$ cat config.mk
export PLATFORM = sky130hd
export DESIGN_NAME = tlh_addr_unit
export DESIGN_NICKNAME = d
export VERILOG_FILES = /design/src/rtl/tensor_layout_hwcn_to_nchw_top_defines.svh /design/src/rtl/tlh_pkg.sv /design/src/rtl/tlh_addr_unit.sv
export SDC_FILE = /design/constraint.sdc
export NUM_CORES = 2
export LEC_CHECK = 0
export BUFFER_PORTS_ARGS = -buffer_cell sky130_fd_sc_hd__buf_4
export CORE_ASPECT_RATIO = 0.75
export CORE_UTILIZATION = 30
export DETAILED_ROUTE_END_ITERATION = 8
export GPL_TIMING_DRIVEN = 0
export SYNTH_ARGS = -nofsm -noshare
export SYNTH_HDL_FRONTEND = slang
export SYNTH_SLANG_ARGS = --single-unit
$ cat constraint.sdc
create_clock -name aclk -period 8.1 [get_ports aclk]
set_input_delay 0.81 -clock aclk [delete_from_list [all_inputs] [get_ports aclk]]
set_output_delay 0.81 -clock aclk [all_outputs]
set_load 0.02 [all_outputs]
$ cat src/rtl/tensor_layout_hwcn_to_nchw_top_defines.svh
// Assertion macros for the HWCN to NCHW layout reorder block.
// Used by the top level; depends on nothing else.
`ifndef TENSOR_LAYOUT_HWCN_TO_NCHW_TOP_DEFINES_SVH
`define TENSOR_LAYOUT_HWCN_TO_NCHW_TOP_DEFINES_SVH

// Same-cycle implication, checked on every rising clock edge out of reset.
`define TLH_ASSERT_NOW(label, clk, rst_n, ante, cons, msg) \
    label: assert property (@(posedge clk) disable iff (!rst_n) (ante) |-> (cons)) \
        else $error(msg);

// Next-cycle implication, checked on every rising clock edge out of reset.
`define TLH_ASSERT_NEXT(label, clk, rst_n, ante, cons, msg) \
    label: assert property (@(posedge clk) disable iff (!rst_n) (ante) |=> (cons)) \
        else $error(msg);

`endif

$ cat src/rtl/tlh_pkg.sv
// Shared types, codes and sizes for the HWCN to NCHW layout reorder block.
// Used by every module of the block; depends on nothing.
`default_nettype none

package tlh_pkg;

    // Tensor buffer depth in words and the address width it needs.
    localparam int STORE_DEPTH = 4096;
    localparam int ADDR_W      = $clog2(STORE_DEPTH);

    // Field and register widths.
    localparam int DIM_W     = 13;
    localparam int POS_W     = 12;
    localparam int WORD_W    = 32;
    localparam int RIDX_W    = 12;
    localparam int CMD_W     = 2;
    localparam int STATUS_W  = 2;
    localparam int PROD_W    = 4 * DIM_W;
    localparam int HALF_W    = 2 * DIM_W;
    localparam int CFG_IDX_W = 3;

    // Cycles the address and product pipeline needs after its inputs change.
    localparam logic [1:0] SETTLE_CYCLES = 2'd3;

    // Configuration register indexes.
    localparam logic [CFG_IDX_W-1:0] CFG_DIM_N      = 3'd0;
    localparam logic [CFG_IDX_W-1:0] CFG_DIM_C      = 3'd1;
    localparam logic [CFG_IDX_W-1:0] CFG_DIM_H      = 3'd2;
    localparam logic [CFG_IDX_W-1:0] CFG_DIM_W      = 3'd3;
    localparam logic [CFG_IDX_W-1:0] CFG_ELEM_COUNT = 3'd4;

    // Command codes of an input item.
    localparam logic [CMD_W-1:0] CMD_WRITE   = 2'd0;
    localparam logic [CMD_W-1:0] CMD_READ    = 2'd1;
    localparam logic [CMD_W-1:0] CMD_RESTART = 2'd2;

    // Result status codes.
    typedef enum logic [STATUS_W-1:0] {
        ST_OK       = 2'd0,
        ST_MISMATCH = 2'd1,
        ST_RANGE    = 2'd2
    } status_t;

    // Tensor dimensions and expected element count.
    typedef struct packed {
        logic [DIM_W-1:0] n;
        logic [DIM_W-1:0] c;
        logic [DIM_W-1:0] h;
        logic [DIM_W-1:0] w;
        logic [DIM_W-1:0] count;
    } dims_t;

    // Running load position.
    typedef struct packed {
        logic [POS_W-1:0] n;
        logic [POS_W-1:0] c;
        logic [POS_W-1:0] h;
        logic [POS_W-1:0] w;
    } pos_t;

    // Checks derived from the dimension product.
    typedef struct packed {
        logic             mismatch;
        logic             zero;
        logic             fits;
        logic [DIM_W-1:0] prod_lo;
    } prod_flags_t;

endpackage

`default_nettype wire

$ cat src/rtl/tlh_addr_unit.sv
// Three-stage pipeline for the NCHW store address and the dimension product checks.
// Depends on tlh_pkg.
`default_nettype none

module tlh_addr_unit (
    input  wire logic                         aclk,
    input  wire tlh_pkg::dims_t               dims,
    input  wire tlh_pkg::pos_t                pos,
    output logic [tlh_pkg::ADDR_W-1:0]        addr,
    output tlh_pkg::prod_flags_t              flags
);

    localparam int AW = tlh_pkg::ADDR_W;

    logic [tlh_pkg::HALF_W-1:0] nc_reg;
    logic [tlh_pkg::HALF_W-1:0] hw_reg;
    logic [tlh_pkg::PROD_W-1:0] prod_reg;
    logic [AW-1:0]              t1_reg;
    logic [AW-1:0]              t2_reg;
    logic [AW-1:0]              addr_reg;
    tlh_pkg::prod_flags_t       flags_reg;
    tlh_pkg::prod_flags_t       flags_next;

    // The product is below 2^13 only when the upper bits are clear.
    always_comb begin
        flags_next.fits     = (prod_reg[tlh_pkg::PROD_W-1:tlh_pkg::DIM_W] == '0);
        flags_next.prod_lo  = prod_reg[tlh_pkg::DIM_W-1:0];
        flags_next.zero     = (prod_reg == '0);
        flags_next.mismatch = !flags_next.fits
                           || (flags_next.prod_lo != dims.count)
                           || (prod_reg > tlh_pkg::PROD_W'(tlh_pkg::STORE_DEPTH));
    end

    // Address arithmetic is modulo the buffer size; an accepted write's address
    // is below the product, so nothing is lost by truncation.
    always_ff @(posedge aclk) begin
        nc_reg    <= tlh_pkg::HALF_W'(dims.n) * tlh_pkg::HALF_W'(dims.c);
        hw_reg    <= tlh_pkg::HALF_W'(dims.h) * tlh_pkg::HALF_W'(dims.w);
        t1_reg    <= AW'(AW'(pos.n) * AW'(dims.c) + AW'(pos.c));
        prod_reg  <= tlh_pkg::PROD_W'(nc_reg) * tlh_pkg::PROD_W'(hw_reg);
        t2_reg    <= AW'(t1_reg * AW'(dims.h) + AW'(pos.h));
        flags_reg <= flags_next;
        addr_reg  <= AW'(t2_reg * AW'(dims.w) + AW'(pos.w));
    end

    assign addr  = addr_reg;
    assign flags = flags_reg;

endmodule

`default_nettype wire

After elaboration in Yosys (flattened, before gate mapping):

Cells that the tools add are included.

* register bits after elaboration: 156
* bits of input ports: 114
* output and inout port bits: 28
* word-level logic and storage cells: 26

* add/sub/neg operators: 3
* multipliers: 6
* $lt $le $gt $ge: 1
* equal/unequal tests: 1
* reduce and logical (&&, ||, !) cells: 5

Operators with widths (count)
* 52-bit by 13-bit greater-than comparator with 1-bit output (second input constant): 1
* 52-bit logical NOT: 1
* 13-bit by 13-bit multiplier with 26-bit output: 2
* 26-bit by 26-bit multiplier with 52-bit output: 1
* 39-bit logical NOT: 1
* 12-bit adder: 3
* 12-bit by 12-bit multiplier with 12-bit output: 3
* 13-bit inequality test: 1
* 1-bit logical OR: 2
* 1-bit logical NOT: 1

Longest topological paths before layout:

* word-level depth: 4
* gate-level depth with buffers: 28
* gate-level depth less buffers: 25

Least setup slack after synthesis:

No wires, ideal clock.

* path type: register to register
* from: register hw_reg[5] (netlist name)
* to: register prod_reg[51] (netlist name)
* arrival time: 6661 ps
* data required time: 7977 ps
* path slack: 1316 ps
* stages on the path, launching flop included: 28
* buffers on the path: 2
* period minus slack after synthesis: 6784 ps
* cells stage by stage: dfxtp_1 > clkbuf_1 > clkbuf_1 > nand2_1 > fa_1 > inv_1 > fa_1 > inv_1 > fa_1 > inv_1 > fa_1 > inv_1 > fa_1 > inv_1 > fa_1 > inv_1 > fa_1 > inv_1 > ha_1 > and4_4 > nand4_1 > or3_1 > o32ai_2 > nand4_1 > nand3_2 > a311oi_4 > o31ai_2 > xnor2_1

* longest elaborated chain between the ends: 1

Ends and longest elaborated chain
* from (decl): line tlh_addr_unit.sv:16 `logic [tlh_pkg::HALF_W-1:0] hw_reg;`
* from (signal assigned): line tlh_addr_unit.sv:38 `hw_reg <= tlh_pkg::HALF_W'(dims.h) * tlh_pkg::HALF_W'(dims.w);`
* 26-bit by 26-bit multiplier with 52-bit output: line tlh_addr_unit.sv:40 `prod_reg <= tlh_pkg::PROD_W'(nc_reg) * tlh_pkg::PROD_W'(hw_reg);`
* to (signal assigned): line tlh_addr_unit.sv:40
* to (decl): line tlh_addr_unit.sv:17 `logic [tlh_pkg::PROD_W-1:0] prod_reg;`

Every way passes these cells.

Final worst setup path:

* from: register nc_reg[8] (netlist name)
* to: register prod_reg[51] (netlist name)

* longest elaborated chain between the ends: 1

Ends and longest elaborated chain
* from (decl): line tlh_addr_unit.sv:15 `logic [tlh_pkg::HALF_W-1:0] nc_reg;`
* from (signal assigned): line tlh_addr_unit.sv:37 `nc_reg <= tlh_pkg::HALF_W'(dims.n) * tlh_pkg::HALF_W'(dims.c);`
* 26-bit by 26-bit multiplier with 52-bit output: line tlh_addr_unit.sv:40

Every way passes these cells.

==> run_results.csv <==
group,metric,value,unit
worst_setup_path,cp_common_cell,"fa_1",
detailed_routing,post_drt_wl_per_cell,19.63,um
sta,hold_ws,0.3824,ns
layout,seq_area,3199,um^2
worst_setup_path,r2r_end,"prod_reg[51]",
die,die-width,440.4,um
synthesis,synth_flop_cell,"dfxtp_1",
synthesis,synth_area,43240,um^2
clocking,clockRootBuffer,"clkbuf_16",
flow_run,maxCapViolations,0,
worst_hold_path,hp-class,"register to register",
synthesis,synthCells,4735,
detailed_routing,firstDrtPassIters,5,
clocking,clkLatencyLatePin,0.52,ns
clocking,clock_path_buffers,2,
global_routing,grt_pass1_vias,33150,
clocking,h-tree-depth,4,
sta,period_share,98.30,%
sta,setup-tns-final,0,ns
synthesis,synth_cell_types,67,
die,fp.dieH,330.8,um
layout,multi_input_area,35300,um^2
worst_hold_path,hold_end,"flags[5]",
layout,largest_register_ffs,52,
global_routing,grt_antenna_before_repair,20,
detailed_routing,via_per_inst,4.653,
worst_setup_path,critPathMaxStageDelay,0.57,ns
place,dp.cells,6762,
die,coreArea,142900,um^2
detailed_routing,wl,133.5,mm
detailed_routing,drt_iter0_markers,2444,
worst_setup_path,r2r_cells,24,
worst_setup_path,crit_path_max_fanout,10,
synthesis,ys_seq_area_share,7.223,%
layout,syn_to_final_growth,10.15,%
layout,mostFrequentLayoutCells,"inv_1 (1092), fa_1 (960), nand2_1 (685)",
global_routing,grt_pass1_wl,206.0,mm
layout,fillers,14890,
layout,final_common_cell,"inv_1",
layout,fin_cells,6799,
worst_setup_path,cp-start-kind,"register",
worst_setup_path,cp.required,8.46,ns
place,port_buffers,135,
worst_setup_path,cpMaxStageDelayCell,"fa_1",
sta,final-hold-violation-count,0,
worst_setup_path,critPathArrivalTime,8.32,ns
sta,drv_slew,0,
worst_setup_path,path_delay_family,"adder cells",
clocking,cts_tree,"done",
synthesis,ys_seq_elements,156,
layout,nNetsFinal,6395,
place,gp_congestion,0.9979,
synthesis,yosysWarnings,0,
clocking,numCtsBuffers,17,
synthesis,synth_area_per_cell,9.131,um^2
worst_hold_path,min_from,"prod_reg[5]",
synthesis,synth_nets,6244,
sta,worst_pin_slew,0.8799,ns
worst_setup_path,path_buf_inv,6,
place,dp_hpwl,111.9,mm
synthesis,synth_edf_count,0,
run_status,status,"completed",
detailed_routing,vias,31630,
sta,setup_violations,0,
die,start_util,30.25,%
global_routing,track_usage,18.96,%
clocking,cts.sinks,156,
detailed_routing,drtAntennaViolNets,0,
global_routing,grt.overflow.total,0,
worst_hold_path,hold_depth,0,
sta,clock_skew,0.01309,ns
synthesis,async_flop_share,0,%
clocking,path_clk_slew,0.07,ns
global_routing,grt_max_degree,17,
worst_setup_path,crit_path_end_kind,"register",
detailed_routing,drc,0,
worst_setup_path,r2r_start,"nc_reg[8]",
sta,rsz0062_at_grt,"no",
layout,final_layout_size_suffix_gt1_share,6.920,%
die,rows,120,
sta,post-route-min-period,7.962,ns
worst_setup_path,cp_cell_sequence,"clkbuf_2 -> and2_1 -> fa_1 -> fa_1 -> inv_1 -> fa_1 -> inv_1 -> fa_1 -> fa_1 -> fa_1 -> inv_1 -> fa_1 -> inv_1 -> ha_1 -> and4_4 -> nand4_1 -> or3_1 -> o32ai_4 -> buf_12 -> nand4_1 -> nand3_2 -> a311oi_4 -> o31ai_4 -> xnor2_4",
sta,relSlewSlack,41.34,%
worst_setup_path,crit_type,"register to register",
die,die-area,145700,um^2
sta,fmax,0.1256,GHz
die,ios,142,
worst_setup_path,r2r_slack,0.14,ns
[final cells by class]
cell class	instances	area share, %
Buffer	199	2.089
Clock buffer	19	0.9300
Tap cell	1891	4.968
Antenna cell	9	0.04729
Multi-Input combinational cell	3282	74.11
Inverter	1092	8.607
Clock inverter	13	0.3205
Timing Repair Buffer	138	2.209
Sequential cell	156	6.718
[timing repair]
item	in CTS	in global routing
buffers inserted	0	2
pin swaps	0	2
resized for setup	132	142
hold buffers	0	0
cloned	0	0
endpoints found under the setup margin	17	3
[worst max path at each step]
stage | end | startpoint | depth (start not counted) | slack, ns
floorplan | prod_reg[51] | hw_reg[5] | 27 | 1.32
global placement | prod_reg[51] | nc_reg[18] | 24 | -1.31
detailed placement | prod_reg[51] | hw_reg[18] | 23 | -1.28
CTS | prod_reg[51] | nc_reg[21] | 23 | 0.01
global route | prod_reg[51] | hw_reg[5] | 27 | 0.004
finish | prod_reg[51] | nc_reg[8] | 24 | 0.14
[logic make-up (layout without fill, tap and decap cells)]
family          Yosys count  after routing  synth area share (%)
buf+inv                1297           1461                 11.28
flops                   156            156                 7.223
simple gates           1439           1439                 16.53
compound gates          257            257                 4.057
other cells               0              9                     0
fa+ha+maj              1395           1395                 57.04
mux                       1              1               0.02315
xor+xnor                190            190                 3.849
[synth_stat cells (10+ instances only)]
master / count / area [um^2]
nor3_1: 19 / 95.09
a21o_1: 47 / 352.8
o21ai_0: 29 / 145.1
nand4_1: 10 / 62.56
nor2_1: 52 / 195.2
clkbuf_1: 198 / 743.2
xnor2_1: 149 / 1305
nor4_1: 15 / 93.84
nand3_1: 15 / 75.07
and2_1: 599 / 3747
o21bai_1: 18 / 135.1
a21oi_1: 86 / 430.4
ha_1: 435 / 5443
xor2_1: 41 / 359.1
dfxtp_1: 156 / 3123
inv_1: 1092 / 4099
fa_1: 960 / 19220
nand2_1: 685 / 2571
[per-stage QoR]
stage | instance area, um^2 | util, % | setup slack (ns)
4_1_cts | 47420 | 33.17 | 0.01489
3_3_place_gp | 46620 | 32.61 | -1.309
6_report | 47620 | 33.32 | 0.1378
2_1_floorplan | 43240 | - | 1.316
3_5_place_dp | 46630 | 32.63 | -1.277
5_1_grt | 47610 | 33.31 | 0.003915
[routing by layer]
layer  GRT usage [%]  wire length [um]  up-vias
li1                -                 -    14210
met1           27.78             61400    15960
met2           27.26             54450     1312
met3           5.718             15300      146
met4           3.925              2152        8
met5               0               160        -
Power is left out: the tool's default activity adds up to more than one toggle a clock period on the data nets, which glitch-free logic cannot reach.
